## src/mexp_pkg.sv

```systemverilog
// shared constants for the modular exponentiation block
`default_nettype none

package mexp_pkg;

    // default field widths
    localparam int unsigned OPERAND_WIDTH_DEF  = 32;
    localparam int unsigned EXPONENT_WIDTH_DEF = 32;

endpackage : mexp_pkg

`default_nettype wire

```

## src/mexp_mulmod.sv

```systemverilog
// bit-serial modular multiplier: a * b mod m, one multiplier bit per cycle
`default_nettype none

module mexp_mulmod #(
    parameter int unsigned OPERAND_WIDTH = 32
) (
    input  wire logic                     i_clk,
    input  wire logic                     i_rst_n,
    input  wire logic                     i_start,
    input  wire logic [OPERAND_WIDTH-1:0] i_a,
    input  wire logic [OPERAND_WIDTH-1:0] i_b,
    input  wire logic [OPERAND_WIDTH-1:0] i_m,
    output logic                          o_done,
    output logic [OPERAND_WIDTH-1:0]      o_result
);
    import mexp_pkg::*;

    localparam int unsigned W  = OPERAND_WIDTH;
    localparam int unsigned CW = $clog2(W + 1);

    logic          r_busy, n_busy;
    logic          r_done, n_done;
    logic [CW-1:0] r_cnt, n_cnt;
    logic [W-1:0]  r_acc, n_acc;
    logic [W-1:0]  r_b, n_b;

    // datapath: t = 2*acc + bit*a < 3m, then subtract 0, m or 2m
    logic [W+1:0] t_sum;
    logic [W+2:0] d_one;
    logic [W+2:0] d_two;
    logic [W-1:0] step_acc;

    always_comb begin
        t_sum    = {1'b0, r_acc, 1'b0} + {2'b00, (r_b[W-1] ? i_a : {W{1'b0}})};
        d_one    = {1'b0, t_sum} - {3'b000, i_m};
        d_two    = {1'b0, t_sum} - {2'b00, i_m, 1'b0};
        if (!d_two[W+2]) begin
            step_acc = d_two[W-1:0];
        end else if (!d_one[W+2]) begin
            step_acc = d_one[W-1:0];
        end else begin
            step_acc = t_sum[W-1:0];
        end
    end

    // sequencing of the multiplier bits, msb first
    always_comb begin
        n_busy = r_busy;
        n_done = 1'b0;
        n_cnt  = r_cnt;
        n_acc  = r_acc;
        n_b    = r_b;
        if (i_start) begin
            n_busy = 1'b1;
            n_cnt  = CW'(W);
            n_acc  = '0;
            n_b    = i_b;
        end else if (r_busy) begin
            n_acc = step_acc;
            n_b   = {r_b[W-2:0], 1'b0};
            n_cnt = r_cnt - CW'(1);
            if (r_cnt == CW'(1)) begin
                n_busy = 1'b0;
                n_done = 1'b1;
            end
        end
    end

    always_ff @(posedge i_clk) begin
        r_cnt <= n_cnt;
        r_acc <= n_acc;
        r_b   <= n_b;
        if (!i_rst_n) begin
            r_busy <= 1'b0;
            r_done <= 1'b0;
        end else begin
            r_busy <= n_busy;
            r_done <= n_done;
        end
    end

    assign o_done   = r_done;
    assign o_result = r_acc;

endmodule : mexp_mulmod

`default_nettype wire

```

## src/modular_exponentiation.sv

```systemverilog
// modular exponentiation by right-to-left square-and-multiply over one shared multiplier
// the base is first reduced, then each exponent bit up to the top set bit takes a decision
//   step, a multiply when set and a squaring unless no set bit is left, and the result is
//   registered; a zero modulus skips the multiplier and yields zero
// one transaction at a time; the bit-serial multiplier handles one bit per cycle
// reset: synchronous active-low; modulus returns to 1, control idles, output empties
`default_nettype none

module modular_exponentiation #(
    parameter int unsigned OPERAND_WIDTH  = mexp_pkg::OPERAND_WIDTH_DEF,
    parameter int unsigned EXPONENT_WIDTH = mexp_pkg::EXPONENT_WIDTH_DEF
) (
    input  wire logic                      i_clk,
    input  wire logic                      i_rst_n,
    // configuration
    input  wire logic                      i_cfg_wr_en,
    input  wire logic [OPERAND_WIDTH-1:0]  i_cfg_wr_data,
    // input channel
    input  wire logic                      i_in_valid,
    output logic                           o_in_ready,
    input  wire logic [OPERAND_WIDTH-1:0]  i_base_value,
    input  wire logic [EXPONENT_WIDTH-1:0] i_exponent,
    // output channel
    output logic                           o_out_valid,
    input  wire logic                      i_out_ready,
    output logic [OPERAND_WIDTH-1:0]       o_power_result
);
    import mexp_pkg::*;

    localparam int unsigned W = OPERAND_WIDTH;
    localparam int unsigned E = EXPONENT_WIDTH;

    typedef enum logic [2:0] {
        S_IDLE,
        S_REDUCE,
        S_STEP,
        S_MUL,
        S_SQR,
        S_FINISH
    } t_state;

    t_state       r_state, n_state;
    logic [W-1:0] r_modulus;
    logic [E-1:0] r_exp, n_exp;
    logic [W-1:0] r_acc, n_acc;
    logic [W-1:0] r_sq, n_sq;
    logic         r_mm_start, n_mm_start;
    logic [W-1:0] r_mm_a, n_mm_a;
    logic [W-1:0] r_mm_b, n_mm_b;
    logic         r_out_valid, n_out_valid;
    logic [W-1:0] r_result, n_result;

    logic         mm_done;
    logic [W-1:0] mm_result;
    logic [W-1:0] one_mod;
    logic         in_txn;

    // modulus register
    always_ff @(posedge i_clk) begin
        if (!i_rst_n) begin
            r_modulus <= W'(1);
        end else if (i_cfg_wr_en) begin
            r_modulus <= i_cfg_wr_data;
        end
    end

    // 1 mod m
    assign one_mod = W'(r_modulus != W'(1));
    assign in_txn  = i_in_valid && (r_state == S_IDLE);

    // shared modular multiplier
    mexp_mulmod #(
        .OPERAND_WIDTH(W)
    ) u_mulmod (
        .i_clk   (i_clk),
        .i_rst_n (i_rst_n),
        .i_start (r_mm_start),
        .i_a     (r_mm_a),
        .i_b     (r_mm_b),
        .i_m     (r_modulus),
        .o_done  (mm_done),
        .o_result(mm_result)
    );

    // control sequence
    always_comb begin
        n_state     = r_state;
        n_exp       = r_exp;
        n_acc       = r_acc;
        n_sq        = r_sq;
        n_mm_start  = 1'b0;
        n_mm_a      = r_mm_a;
        n_mm_b      = r_mm_b;
        n_out_valid = r_out_valid && !i_out_ready;
        n_result    = r_result;
        case (r_state)
            S_IDLE: begin
                if (in_txn) begin
                    n_exp = i_exponent;
                    if (r_modulus == '0) begin
                        n_acc   = '0;
                        n_state = S_FINISH;
                    end else begin
                        // base mod m as (1 mod m) * base
                        n_acc      = one_mod;
                        n_mm_start = 1'b1;
                        n_mm_a     = one_mod;
                        n_mm_b     = i_base_value;
                        n_state    = S_REDUCE;
                    end
                end
            end
            S_REDUCE: begin
                if (mm_done) begin
                    n_sq    = mm_result;
                    n_state = S_STEP;
                end
            end
            S_STEP: begin
                if (r_exp == '0) begin
                    n_state = S_FINISH;
                end else if (r_exp[0]) begin
                    n_mm_start = 1'b1;
                    n_mm_a     = r_acc;
                    n_mm_b     = r_sq;
                    n_state    = S_MUL;
                end else begin
                    n_mm_start = 1'b1;
                    n_mm_a     = r_sq;
                    n_mm_b     = r_sq;
                    n_state    = S_SQR;
                end
            end
            S_MUL: begin
                if (mm_done) begin
                    n_acc = mm_result;
                    // no squaring needed once the last set bit is used
                    if ((r_exp >> 1) == '0) begin
                        n_state = S_FINISH;
                    end else begin
                        n_mm_start = 1'b1;
                        n_mm_a     = r_sq;
                        n_mm_b     = r_sq;
                        n_state    = S_SQR;
                    end
                end
            end
            S_SQR: begin
                if (mm_done) begin
                    n_sq    = mm_result;
                    n_exp   = r_exp >> 1;
                    n_state = S_STEP;
                end
            end
            S_FINISH: begin
                if (!r_out_valid || i_out_ready) begin
                    n_out_valid = 1'b1;
                    n_result    = r_acc;
                    n_state     = S_IDLE;
                end
            end
            default: begin
                n_state = S_IDLE;
            end
        endcase
    end

    // state and registered outputs
    always_ff @(posedge i_clk) begin
        r_exp    <= n_exp;
        r_acc    <= n_acc;
        r_sq     <= n_sq;
        r_mm_a   <= n_mm_a;
        r_mm_b   <= n_mm_b;
        r_result <= n_result;
        if (!i_rst_n) begin
            r_state     <= S_IDLE;
            r_mm_start  <= 1'b0;
            r_out_valid <= 1'b0;
        end else begin
            r_state     <= n_state;
            r_mm_start  <= n_mm_start;
            r_out_valid <= n_out_valid;
        end
    end

    assign o_in_ready     = (r_state == S_IDLE);
    assign o_out_valid    = r_out_valid;
    assign o_power_result = r_result;

endmodule : modular_exponentiation

`default_nettype wire

```

## config.mk

```make
export PLATFORM = sky130hd
export DESIGN_NAME = modular_exponentiation
export DESIGN_NICKNAME = d
export VERILOG_FILES = /design/src/mexp_pkg.sv /design/src/mexp_mulmod.sv /design/src/modular_exponentiation.sv
export SDC_FILE = /design/constraint.sdc
export NUM_CORES = 1
export LEC_CHECK = 0
export BUFFER_PORTS_ARGS = -buffer_cell sky130_fd_sc_hd__clkbuf_2
export CORE_AREA = 2 2 173 192
export CTS_BUF_LIST = sky130_fd_sc_hd__clkbuf_8 sky130_fd_sc_hd__clkbuf_16
export DETAILED_ROUTE_END_ITERATION = 8
export DIE_AREA = 0 0 175 194
export PLACE_DENSITY = 0.73
export SLEW_MARGIN = 40
export SYNTH_ARGS = -nofsm -noshare
export SYNTH_HDL_FRONTEND = slang
export SYNTH_HIERARCHICAL = 1
export SYNTH_SLANG_ARGS = --single-unit
```

## constraint.sdc

```tcl
create_clock -name i_clk -period 7.1 [get_ports i_clk]
set_clock_uncertainty 0.15 [all_clocks]
set_input_delay 2.13 -clock i_clk [delete_from_list [all_inputs] [get_ports i_clk]]
set_output_delay 2.13 -clock i_clk [all_outputs]
set_load 0.01 [all_outputs]
```

* Word-level counts from Yosys, hierarchy flattened
Cells that the tools add are included.
** Word-level totals
- Flip-flop bits (word level) :: 301
- Input port bits :: 101
- Output and inout bits :: 34
- Logic and storage cells :: 101
** Cells by class
- $add $sub $neg :: 4
- Equal/unequal tests :: 15
- Mux-type cells :: 44
- Bitwise operators :: 2
- Reductions and logical operators :: 21
** Operator list (number)
- $mux W32 :: 18
- $pmux W32 S3 :: 2
- $pmux W32 S2 :: 2
- $logic_not A32 Y1 :: 3
- $sub A34 B32 Y35 :: 1
- $sub A34 B33 Y35 :: 1
- $add A33 B32 Y34 :: 1
- $ne A32 B1 Y1 const B :: 1
- $mux W3 :: 7
- $pmux W3 S5 :: 1
- $mux W1 :: 13
- $ne A2 B1 Y1 const B :: 4
- $ne A2 B2 Y1 const B :: 4
- $eq A3 B2 Y1 const B :: 2
- $eq A3 B3 Y1 const B :: 2
- $eq A6 B1 Y1 const B :: 1
- $reduce_and A3 Y1 :: 2
- $reduce_and A6 Y1 :: 1
- $reduce_bool A2 Y1 :: 3
- $sub A6 B1 Y6 const B :: 1
- $reduce_and A2 Y1 :: 2
- $reduce_and A4 Y1 :: 1
- $eq A3 B1 Y1 const B :: 1
- $logic_not A3 Y1 :: 1
- other kinds (8) :: 11

* Longest topological paths before layout
Gate-level depths: netlist (run 1).
- Depth in word-level cells :: 5
- Gate-level depth with buffers :: 25
- Mapped depth without buffers :: 24

* Cells and area by module
Netlist (run 1), hierarchy kept.
** By module, submodules not included
- modular_exponentiation :: instances 1, cells an instance 664, area an instance 9110.0 µm²
- mexp_mulmod :: instances 1, cells an instance 1006, area an instance 8239.2 µm²

* Worst setup path after synthesis (run 1)
OpenSTA, ideal clock, no wires.
- Path type :: input port to flip-flop
- Start point :: input i_in_valid
- End point :: register r_acc[0], enable pin
- Setup time :: 0.470 ns
- Arrival :: 4.814 ns
- Required time :: 6.480 ns
- Path slack :: 1.666 ns
- Cell stages on the path :: 5
- Cells stage by stage :: nor2_1 > nor2_1 > a21oi_1 > nor2_1 > a21boi_0
** On the way
- Cells in the longest elaborated chain, start to end :: 3
** RTL lines
- start: declaration :: line modular_exponentiation.sv:19 : input wire logic i_in_valid,
- $logic_and A1 B1 Y1 :: line modular_exponentiation.sv:69 : assign in_txn = i_in_valid && (r_state == S_IDLE);
- $ne A2 B1 Y1 (no source line)
- $reduce_and A3 Y1 (no source line)
- end signal: assignment :: line modular_exponentiation.sv:171 : r_acc <= n_acc;
- end: declaration :: line modular_exponentiation.sv:45 : logic [W-1:0] r_acc, n_acc;
Every way passes these cells.
A chain may end at the register's enable or synchronous reset.

* Final worst setup path (run 1)
- Start point :: register u_mulmod.r_b[31]
- End point :: register u_mulmod.r_acc[28], in the netlist u_mulmod/o_result[28]
** On the way
- Cells in the longest elaborated chain, start to end :: 5
- Elaborated cells between the ends (all ways) :: 6
- Those cells by class :: 3 x add/sub; 3 x mux
** RTL lines
- start: declaration :: line mexp_mulmod.sv:25 : logic [W-1:0] r_b, n_b;
- start signal: assignment :: line mexp_mulmod.sv:72 : r_b <= n_b;
- $mux W32 * :: line mexp_mulmod.sv:34 : t_sum = {1'b0, r_acc, 1'b0} + {2'b00, (r_b[W-1] ? i_a : {W{1'b0}})};
- $add A33 B32 Y34 * :: line mexp_mulmod.sv:34
- $sub A34 B32 Y35 :: line mexp_mulmod.sv:35 : d_one = {1'b0, t_sum} - {3'b000, i_m};
- $mux W32 :: line mexp_mulmod.sv:39 : end else if (!d_one[W+2]) begin
- $mux W32 * :: line mexp_mulmod.sv:37 : if (!d_two[W+2]) begin
- end signal: assignment :: line mexp_mulmod.sv:71 : r_acc <= n_acc;
- end: declaration :: line mexp_mulmod.sv:24 : logic [W-1:0] r_acc, n_acc;
Every way passes the cells marked *; elsewhere a longest branch is shown, timed or not.

==> summary.txt, run 1 <==
Power
  • Clock share of power: 19.6%
  • Static Leak: 8.020 nW
  • Power density over the cells: 449.7 nW/um2
  • Sequential power share: approximately 28%
  • Total power: 0.008780 W
  • Maximum vdd drop: 0.0002722 V
  • Gate power share: between 50% and 60%
  • Int Power: 0.005067 W
  • Switching portion of total power: between 40% and 50%
  • Switch Pwr: around 0.0037 W

GRT
  • Antenna violations before repair: 0
  • GRT Overall Usage: between 20% and 30%
  • Largest net degree at the start of global routing: 67
  • Grt peak-use layer: met2
  • First-pass GRT wire length: 68.77 mm
  • Vias in the first global route: 12790
  • Grt met3 use: 3.627%
  • Total global routing overflow: 0
  • Met1 Track Usage GR: 37.10%
  • GR Util met2: between 30% and 40%

Synthesis
  • Synth warnings: 6
  • Mapped Cells: 1670
  • Post-synthesis area per instance: 10.39 um2
  • Net Count, Synth: about 1900
  • Main synth FF type: edfxtp_1
  • Yosys reg bits: 301
  • Synthesized area: 17350 um2
  • Yosys top cell by area: edfxtp_1
  • Number of synthesized flops with an enable pin: 224
  • Area share of the largest cell type after synthesis: 38.77%
  • Yosys cell types: 88
  • Async SR Flop Fraction: 0%
  • Ranking of synthesized cells by area: edfxtp_1 (39%), dfxtp_1 (8.9%), ha_1 (7.0%)
  • Sequential-to-total area share from yosys stat: 47.66%

Clock tree
  • Worst-path clk slew: around 0.06 ns
  • Deepest clock path buffer count: 3
  • Root buffer cell: clkbuf_16
  • Post-CTS setup buffer count: 0
  • Worst-Skew Late Latency: 0.52 ns
  • CTS tree: done
  • CTS resizes: 0
  • Cts-stage hold buffer count: 0
  • Clk sinks: roughly 300
  • H-Tree Depth: 2
  • CTS Buf Count: 34

STA
  • Tcrit/Tclk final: 88.78%
  • Final Hold Fails: 0
  • Maximum clock rate: 158.6 MHz
  • Setup TNS: 0 ns
  • Final Critical Period: 6.304 ns
  • Worst slew margin: 44.64%
  • RSZ-0062 raised after global routing: no
  • Final setup viols: 0
  • Final Worst Setup Slack: 0.7963 ns
  • Final Max Slew Viols: 0
  • Least-Margin Pin Slew: 0.8305 ns

Hold path
  • Worst hold path type: flip-flop to flip-flop
  • Hold path start: r_acc[15]$_SDFFCE_PP0P_

Floorplanning
  • Site Rows: 69
  • Die H: approximately 190 um
  • Die area: 33950 um2
  • Die X-Extent: 175 um
  • Ports: 135
  • Core area: 32030 um2
  • Starting density of the core: between 50 and 60%

Detailed routing
  • WL per Instance: 19.06 um
  • Routed Antenna Nets: 0
  • Iteration-0 DRC Markers: 925
  • Via count: 12990
  • Vias per cell: 5.803
  • Total Wirelength: 42.68 mm
  • Pre-antenna DRT Iters: 8
  • DRC: 0

Worst setup path
  • Crit-path max cell delay: 0.59 ns
  • Top Family by Delay on Critical Path: compound AO/OA/AOI/OAI gates
  • Reg2reg start: u_mulmod/r_b[31]$_DFFE_PP_
  • Most used cell, CP: a21o_1
  • CP max stage cell: or4_4
  • Critical path class: flip-flop to flip-flop
  • Crit path launch type: flip-flop
  • Worst setup path startpoint: u_mulmod/r_b[31]$_DFFE_PP_
  • Worst-path cell chain: buf_4, nand2_1, fa_1, nor2b_1, o21bai_1, a21o_1, a21boi_0, o21ai_0, nand2b_1, a211oi_1, nor3_1, ha_1, a21o_1, a31o_1, a32o_1, a31oi_2, o2bb2ai_1, and4_1, or4_4, nor2_2, nor2_1, a221o_1
  • CP endpoint kind: flip-flop
  • Max Fanout on Critical Path: 31
  • CP Data Arrival Time: between 6 and 7 ns
  • Buf/Inv on CP: 1
  • Crit path required time: 7.36 ns

Final layout
  • Commonest cells after routing, fill and taps aside: nand2_1 (233), edfxtp_1 (224), a21oi_1 (137), clkbuf_2 (133), ha_1 (97)
  • Reg area: approximately 8300 um2
  • Layout cells sized above 1: 16.89%
  • Area occupied by multi-input gates: 8533 um2
  • Fillers: about 2700
  • Nets: 1989
  • Area Overhead vs Synth: 12.53%
  • Commonest non-fill, non-tap cell in the layout: nand2_1
  • Final Core Density: 60.96%
  • Design area: 19520 um2

Placement
  • DP Area: 18430 um2
  • Setup WS pre-CTS: 0.8961 ns
  • Port bufs: 134
  • Gpl congestion: about 0.94
  • DP Wirelength: 31.41 mm

Outcome
  • Outcome: complete, no violations

Run
  • Maxcap violations: 0
## sequential cells by signal, summed over array words and instances, names as in the netlist
name / cells
u_mulmod/o_result: 32
u_mulmod/o_done: 1
r_sq: 32
r_mm_a: 32
u_mulmod/r_busy: 1
r_mm_b: 32
r_mm_start: 1
r_state: 3
r_acc: 32
o_out_valid: 1
r_modulus: 32
u_mulmod/r_cnt: 6
r_exp: 32
u_mulmod/r_b: 32
o_power_result: 32
## path summary, 6_finish.rpt
| kind | slack [ns] | end | cells after the start |
|---|---|---|---|
| setup / recovery | 0.80 | u_mulmod/o_result[28]$_SDFFE_PP0P_ | 22 |
| hold / removal | 0.29 | o_power_result[15]$_DFFE_PP_ | 0 |
| hold reg to reg | 0.29 | o_power_result[15]$_DFFE_PP_ | 0 |
| setup reg to reg | 0.80 | u_mulmod/o_result[28]$_SDFFE_PP0P_ | 22 |
## stage by stage
step	instances	hold slack [ns]
detailed placement	2178	0.2827
global route	2238	0.3090
finish	2239	0.2905
global placement	2176	0.2811
CTS	2238	0.2946
floorplan	1670	0.2762
## power by group through the flow
| stage | Sequential (W) | Clock, W | Combinational, W |
|---|---|---|---|
| after floorplan | 0.00236 | 0 | 0.00344 |
| after CTS | 0.00241 | 0.00176 | 0.00455 |
| final | 0.00242 | 0.00172 | 0.00464 |
| after global routing | 0.00244 | 0.00182 | 0.00511 |
| after detailed placement | 0.00245 | 0 | 0.00453 |
| after global placement | 0.00244 | 0 | 0.00449 |
## per-layer routing
layer / wire [um] / share of wire (%)
met1: 20190 / 47
met2: 19240 / 45
met3: 2422 / 5.7
met4: 823 / 1.9
met5: 0 / 0
## layout make-up
cell class,count,share of cell area [%]
repair buffers,156,4.371
diodes,1,0.01282
multi-input cells,1232,43.71
well taps,426,2.730
clock buffers,35,4.486
inverters,63,1.218
clock inverters,25,1.122
flip-flops and latches,301,42.35
## kinds of logic (layout without fill, tap and decap cells)
kind of cell | count (synthesis) | count (layout) | share of synthesized area, %
AO/OA/AOI/OAI | 396 | 396 | 14.72
XOR/XNOR | 84 | 84 | 4.284
adder cells (fa/ha/maj) | 100 | 100 | 7.342
buffers and inverters | 137 | 279 | 3.418
flip-flops | 301 | 301 | 47.66
multiplexers | 104 | 104 | 7.068
other | 0 | 1 | 0
AND/OR/NAND/NOR | 548 | 548 | 15.51
## cells in the mapped netlist (4+ instances only)
master / number
a211oi_1: 25
a21boi_0: 6
a21o_1: 39
a21oi_1: 137
a221o_1: 4
a22o_1: 4
a22oi_1: 6
a31oi_1: 14
and2_1: 36
and3_1: 49
buf_1: 4
buf_2: 16
buf_6: 6
clkbuf_1: 44
dfxtp_1: 77
edfxtp_1: 224
ha_1: 97
inv_1: 62
mux2_2: 34
mux2_4: 28
mux2i_1: 40
nand2_1: 233
nand2b_1: 17
nand3_1: 18
nand4_1: 10
nor2_1: 70
nor2b_1: 51
nor3_1: 17
nor3b_1: 4
nor4_1: 15
o211ai_1: 8
o21a_1: 11
o21ai_0: 63
o21ai_1: 13
o21bai_1: 10
o22ai_1: 4
o32ai_1: 8
or3_1: 7
xnor2_1: 53
xor2_1: 30
## worst reg2reg max path, stage by stage, from the launching register on
cell       delay [ns]
edfxtp_1         0.34
buf_4            0.25
nand2_1          0.14
fa_1             0.44
nor2b_1          0.16
o21bai_1         0.12
a21o_1           0.21
a21boi_0         0.29
o21ai_0          0.13
nand2b_1         0.10
a211oi_1         0.08
nor3_1           0.46
ha_1             0.40
a21o_1           0.23
a31o_1           0.23
a32o_1           0.23
a31oi_2          0.30
o2bb2ai_1        0.18
and4_1           0.27
or4_4            0.59
nor2_2           0.45
nor2_1           0.11
a221o_1          0.34
Power figures use the tool's default switching activity.
==> inputs of run 2 (changes only) <==
Settings changed: PLACE_DENSITY 0.73 to 0.77.
==> run 2 against run 1 <==
  * Global-route usage is 0.29 points higher
  * Die area stayed put
  * First-iteration DRC count is 43% higher
  * Via count is 2.3% higher
  * Clock power hardly changed
  * Critical endpoint is now u_mulmod/o_result[23]$_SDFFE_PP0P_
  * Critical path depth is 2 higher
  * Utilization hardly changed
  * Highest routed layer unchanged
  * Fmax is 2.6% lower
  * Critical path type unchanged
==> summary.txt, run 2 (synthesized netlist as in run 1, its figures left out) <==
GRT
  • Largest net degree at the start of global routing: 67 (unchanged)
  • Total global routing overflow: 0 (unchanged)
  • Antenna violations before repair: 0 (unchanged)
  • First-pass GRT wire length: 69.46 mm (+1.0%)
  • Vias in the first global route: 12780 (-0.070%)
  • GRT Overall Usage: 25.36% (+0.29 points)

Power
  • Switching portion of total power: 42.17% (-0.11 points)
  • Static Leak: 8.017 nW (about the same)
  • Power density over the cells: 450.0 nW/um2 (about the same)
  • Int Power: 0.005076 W (+0.19%)
  • Switch Pwr: 0.003702 W (-0.28%)
  • Gate power share: 52.8% (about the same)
  • Sequential power share: 27.6% (about the same)
  • Maximum vdd drop: 0.0001876 V (-31%)
  • Clock share of power: 19.5% (about the same)

STA
  • Least-Margin Pin Slew: 0.8297 ns (-0.0007607 ns)
  • Final Hold Fails: 0 (unchanged)
  • Worst slew margin: 44.48% (-0.15 points)
  • RSZ-0062 raised after global routing: no
  • Tcrit/Tclk final: 91.17% (+2.4 points)
  • Hold_ws: 0.2958 ns (+0.005296 ns)
  • Final setup viols: 0 (unchanged)
  • Maximum clock rate: 154.5 MHz (-2.6%)
  • Setup TNS: 0 ns (unchanged)
  • Final Critical Period: 6.473 ns (+0.1696 ns)
  • Final Max Slew Viols: 0 (unchanged)

Detailed routing
  • Pre-antenna DRT Iters: 5 (-3)
  • DRC: 0 (unchanged)
  • Vias per cell: 5.948 (+2.5%)
  • Routed Antenna Nets: 0 (unchanged)
  • Total Wirelength: 43.44 mm (+1.8%)
  • Iteration-0 DRC Markers: 1319 (+43%)
  • Via count: 13290 (+2.3%)
  • WL per Instance: 19.44 um (+2.0%)

Worst setup path
  • CP Data Arrival Time: 6.72 ns (+0.16 ns)
  • CP endpoint kind: flip-flop
  • Crit-path max cell delay: 0.58 ns (about the same)
  • Crit path launch type: flip-flop
  • Reg2reg start: u_mulmod/r_b[31]$_DFFE_PP_
  • Reg-to-reg endpoint: u_mulmod/o_result[23]$_SDFFE_PP0P_
  • Max Fanout on Critical Path: 15 (-52%)
  • Worst-path cell chain: and2_1, ha_1, inv_1, fa_1, nor2b_1, o21bai_1, a21o_1, a21boi_0, o21ai_0, nand2b_1, a211oi_1, nor3_1, buf_4, ha_1, a21o_1, a31o_1, a32o_1, a31oi_2, o2bb2ai_1, and4_1, or4_4, nor2_2, nor2_1, a221o_1
  • Critical path class: flip-flop to flip-flop
  • Reg2reg path depth: 24 (+9.1%)
  • R2R Setup Slk: 0.63 ns (-0.17 ns)
  • Crit path required time: 7.34 ns (-0.02 ns)
  • CP max stage cell: or4_4

Floorplanning
  • Die X-Extent: 175 um (unchanged)
  • Die H: 194 um (unchanged)
  • Starting density of the core: 54.17% (unchanged)
  • Ports: 135 (unchanged)
  • Core area: 32030 um2 (unchanged)
  • Site Rows: 69 (unchanged)
  • Die area: 33950 um2 (unchanged)

Clock tree
  • CTS Buf Count: 34 (unchanged)
  • Clk sinks: 301 (unchanged)
  • Deepest clock path buffer count: 3 (unchanged)
  • Post-CTS setup buffer count: 0 (unchanged)
  • Root buffer cell: clkbuf_16
  • CTS resizes: 0 (unchanged)
  • Worst-path clk slew: 0.06 ns (about the same)
  • Cts-stage hold buffer count: 0 (unchanged)
  • Worst-Skew Late Latency: 0.53 ns (about the same)
  • CTS tree: done
  • H-Tree Depth: 2 (unchanged)

Final layout
  • ANT cells: 0 (-1)
  • Area Overhead vs Synth: 12.46% (about the same)
  • Commonest non-fill, non-tap cell in the layout: nand2_1
  • Commonest cells after routing, fill and taps aside: nand2_1 (233), edfxtp_1 (224), a21oi_1 (137), clkbuf_2 (133), ha_1 (97)
  • Nets: 1989 (unchanged)
  • Layout cells sized above 1: 16.59% (-0.29 points)

Placement
  • Port bufs: 134 (unchanged)
  • DP Wirelength: 31.09 mm (-1.0%)
  • Gpl congestion: 0.9871 (+5.5%)

Hold path
  • Hold Path Sink: o_power_result[18]$_DFFE_PP_
  • Worst hold path type: flip-flop to flip-flop
  • Hold Path Depth: 0 (unchanged)
  • Hold path start: r_acc[18]$_SDFFCE_PP0P_

Outcome
  • Outcome: complete, no violations

Run
  • Maxcap violations: 0 (unchanged)
run 2: cell count changes in the layout (fill, tap and decap cells not counted):
| cell | delta |
|---|---|
| clkinv_4 | +1 |
| clkinv_2 | -7 |
| clkinv_1 | -1 |
| clkinvlp_2 | +1 |
| diode_2 | -1 |
| clkbuf_8 | +2 |
| inv_1 | +3 |
| clkinvlp_4 | -1 |
| inv_6 | -2 |
run 2: layout make-up:
cell class,instances,area [um2]
clock inverters,19,180.2
flip-flops and latches,301,8269
clock buffers,37,903.4
fillers,2571,12520
well taps,426,533.0
repair buffers,156,853.3
multi-input cells,1232,8533
inverters,63,237.7
run 2: stage by stage:
step                instances  instance area, um2  setup slack, ns  util, %  power [W]
finish                   2234               19510           0.6266    60.91   0.008779
global route             2234               19510           0.1925    60.91   0.009332
CTS                      2234               19500           0.8317    60.87   0.008689
detailed placement       2178               18410           0.8825    57.49   0.006934
global placement         2176               18380           0.9854    57.38   0.006877
floorplan                1670               17350            1.666        -   0.005799
run 2: power by group through the flow:
stage | clock [W] | combinational, W | sequential (W)
after floorplan | 0 | 0.00344 | 0.00236
after global placement | 0 | 0.00444 | 0.00244
after detailed placement | 0 | 0.00448 | 0.00245
after CTS | 0.00174 | 0.00453 | 0.00242
after global routing | 0.00181 | 0.00507 | 0.00246
final | 0.00171 | 0.00464 | 0.00243
run 2: metal layers:
| metal | track usage (%) | vias up | wire [um] |
|---|---|---|---|
| met1 | 37.20 | 6243 | 19530 |
| li1 | - | 6345 | - |
| met3 | 3.431 | 82 | 3245 |
| met2 | 39.31 | 618 | 19450 |
| met4 | 7.500 | 0 | 1208 |
| met5 | 0 | - | 0 |
run 2: worst max path at each step:
stage / endpoint / cells after the start / start
after detailed placement: u_mulmod/o_result[23]$_SDFFE_PP0P_ / 24 / u_mulmod/r_b[31]$_DFFE_PP_
final: u_mulmod/o_result[23]$_SDFFE_PP0P_ / 24 / u_mulmod/r_b[31]$_DFFE_PP_
after global routing: u_mulmod/o_result[16]$_SDFFE_PP0P_ / 25 / u_mulmod/r_b[31]$_DFFE_PP_
after global placement: u_mulmod/o_result[23]$_SDFFE_PP0P_ / 24 / u_mulmod/r_b[31]$_DFFE_PP_
after floorplan: r_acc[0]$_DFFE_PP_ / 5 / i_in_valid
after CTS: u_mulmod/o_result[19]$_SDFFE_PP0P_ / 25 / u_mulmod/r_b[31]$_DFFE_PP_
run 2: critical path, delay by kind of cell (launching register included):
kind                       cells  cell delay (ns)
AOI/OAI and AO/OA             11             2.46
and+or+nand+nor                8             2.13
adders and majority gates      3             0.82
DFF                            1             0.53
buffers and inverters          2             0.23
==> inputs of run 3 (changes only) <==
Settings changed: CORE_AREA 2 2 173 192 to 2 2 187 207, DIE_AREA 0 0 175 194 to 0 0 189 209, PLACE_DENSITY 0.77 to 0.68, TNS_END_PERCENT set to 100.
==> run 3 against run 2 <==
  * First-iteration DRC count is 28% lower
  * Sequential cell count stayed put
  * Largest power group unchanged
  * Sequential power about the same
==> summary.txt, run 3 (synthesized netlist as in run 1, its figures left out) <==
Placement
  • Placed cells: 2252 (+3.4%)
  • DP Wirelength: 30.87 mm (-0.71%)
  • Gpl congestion: 0.9352 (-5.3%)
  • Port bufs: 134 (unchanged)

STA
  • Least-Margin Pin Slew: 0.7691 ns (-0.06059 ns)
  • Maximum clock rate: 156.5 MHz (+1.3%)
  • Final Max Slew Viols: 0 (unchanged)
  • Tcrit/Tclk final: 90.01% (-1.2 points)
  • Worst slew margin: 48.54% (+4.1 points)
  • Final Critical Period: 6.391 ns (-0.08284 ns)
  • Final setup viols: 0 (unchanged)
  • RSZ-0062 raised after global routing: no
  • Final Hold Fails: 0 (unchanged)
  • Setup TNS: 0 ns (unchanged)
  • Hold_ws: 0.2904 ns (-0.005404 ns)

Clock tree
  • CTS Buf Count: 34 (unchanged)
  • H-Tree Depth: 2 (unchanged)
  • CTS tree: done
  • Root buffer cell: clkbuf_16
  • Cts-stage hold buffer count: 0 (unchanged)
  • Post-CTS setup buffer count: 0 (unchanged)
  • Worst-path clk slew: 0.06 ns (about the same)
  • Worst-Skew Late Latency: 0.53 ns (about the same)
  • CTS resizes: 0 (unchanged)
  • Clk sinks: 301 (unchanged)
  • Deepest clock path buffer count: 3 (unchanged)

GRT
  • First-pass GRT wire length: 67.19 mm (-3.3%)
  • GR Util met2: 32.30% (-7.0 points)
  • Total global routing overflow: 0 (unchanged)
  • Met1 Track Usage GR: 31.42% (-5.8 points)
  • Grt met3 use: 3.006% (-0.42 points)
  • Antenna violations before repair: 0 (unchanged)
  • Grt peak-use layer: met2
  • GRT Overall Usage: 21.07% (-4.3 points)
  • Largest net degree at the start of global routing: 67 (unchanged)
  • Vias in the first global route: 12500 (-2.2%)

Detailed routing
  • Via count: 12840 (-3.4%)
  • Iteration-0 DRC Markers: 954 (-28%)
  • Total Wirelength: 42.13 mm (-3.0%)
  • Routed Antenna Nets: 0 (unchanged)
  • Pre-antenna DRT Iters: 5 (unchanged)
  • DRC: 0 (unchanged)
  • Vias per cell: 5.552 (-6.7%)
  • WL per Instance: 18.22 um (-6.3%)

Floorplanning
  • Core area: 37630 um2 (+17%)
  • Starting density of the core: 46.10% (-8.1 points)
  • Die H: 209 um (+7.7%)
  • Site Rows: 75 (+8.7%)
  • Die X-Extent: 189 um (+8.0%)
  • Die area: 39500 um2 (+16%)
  • Ports: 135 (unchanged)

Run
  • Maxcap violations: 0 (unchanged)

Worst setup path
  • CP endpoint kind: flip-flop
  • Crit path required time: 7.36 ns (+0.02 ns)
  • Critical path class: flip-flop to flip-flop
  • Max Fanout on Critical Path: 15 (unchanged)
  • Crit path launch type: flip-flop
  • CP Data Arrival Time: 6.65 ns (-0.07 ns)

Outcome
  • Outcome: complete, no violations

Final layout
  • Commonest cells after routing, fill and taps aside: nand2_1 (233), edfxtp_1 (224), a21oi_1 (137), clkbuf_2 (133), ha_1 (97)
  • Layout cells sized above 1: 16.61% (+0.019 points)
  • Post-Layout Cell Count: 2312 (+3.5%)
  • ANT cells: 0 (unchanged)
  • Area Overhead vs Synth: 13.07%
  • Nets: 1989 (unchanged)
  • Commonest non-fill, non-tap cell in the layout: nand2_1
  • Fillers: 3353 (+30%)

Power
  • Static Leak: 8.045 nW (+0.35%)
  • Maximum vdd drop: 0.0001982 V (+5.6%)
  • Power density over the cells: 446.4 nW/um2 (-0.79%)

Hold path
  • Worst hold path type: flip-flop to flip-flop
[run 3: final cells by class]
type,count,area [um2],share of cell area (%)
Sequential cell,301,8269,42.15
Tap cell,500,625.6,3.189
Timing Repair Buffer,156,838.3,4.274
Multi-Input combinational cell,1232,8523,43.45
Clock inverter,26,271.5,1.384
Clock buffer,34,850.8,4.337
Inverter,63,237.7,1.212
[run 3: per-stage QoR]
step	cell area [um2]	util (%)	total power, W	setup slack (ns)
4_1_cts	19610	52.12	0.008707	0.7613
5_1_grt	19620	52.13	0.009346	0.1834
2_1_floorplan	17350	-	0.005799	1.666
3_5_place_dp	18490	49.14	0.006909	0.7939
6_report	19620	52.13	0.008757	0.7095
3_3_place_gp	18490	49.13	0.006866	0.9269
[run 3: worst paths after layout]
| path | from | to | slack [ns] | cells past startpoint |
|---|---|---|---|---|
| setup reg to reg | u_mulmod/r_b[31]$_DFFE_PP_ | u_mulmod/o_result[28]$_SDFFE_PP0P_ | 0.71 | 22 |
| hold / removal | r_acc[18]$_SDFFCE_PP0P_ | o_power_result[18]$_DFFE_PP_ | 0.29 | 0 |
| hold reg to reg | r_acc[18]$_SDFFCE_PP0P_ | o_power_result[18]$_DFFE_PP_ | 0.29 | 0 |
| setup / recovery | u_mulmod/r_b[31]$_DFFE_PP_ | u_mulmod/o_result[28]$_SDFFE_PP0P_ | 0.71 | 22 |
[run 3: per-layer routing]
| metal | wire, um | share of wire [%] | vias to the layer above |
|---|---|---|---|
| met2 | 18390 | 44 | 392 |
| met4 | 726 | 1.7 | 0 |
| met3 | 2258 | 5.4 | 58 |
| met5 | 0 | 0 | - |
| li1 | - | - | 6318 |
| met1 | 20760 | 49 | 6069 |
[run 3: where the power goes]
group	total [W]	switching (W)	internal, W	leakage (nW)
clock network	0.00176	0.000704	0.00106	0.575
registers	0.00242	0.000195	0.00223	2.77
logic	0.00457	0.00274	0.00183	4.70
total	0.00876	0.00364	0.00511	8.04
[run 3: critical path, stage by stage (launching register included)]
cell and delay, ns:
edfxtp_1 0.47, and2_1 0.17, ha_1 0.16, inv_1 0.05, fa_1 0.39, nor2b_1 0.16, o21bai_1 0.12, a21o_1 0.21
a21boi_0 0.34, o2111a_1 0.26, or3_1 0.11, nand4_1 0.19, ha_1 0.43, a21o_1 0.23, a31o_1 0.21, a32o_1 0.23
a31oi_2 0.27, o2bb2ai_1 0.17, and4_1 0.27, or4_4 0.59, nor2_2 0.58, nor2_1 0.13, a221o_1 0.34
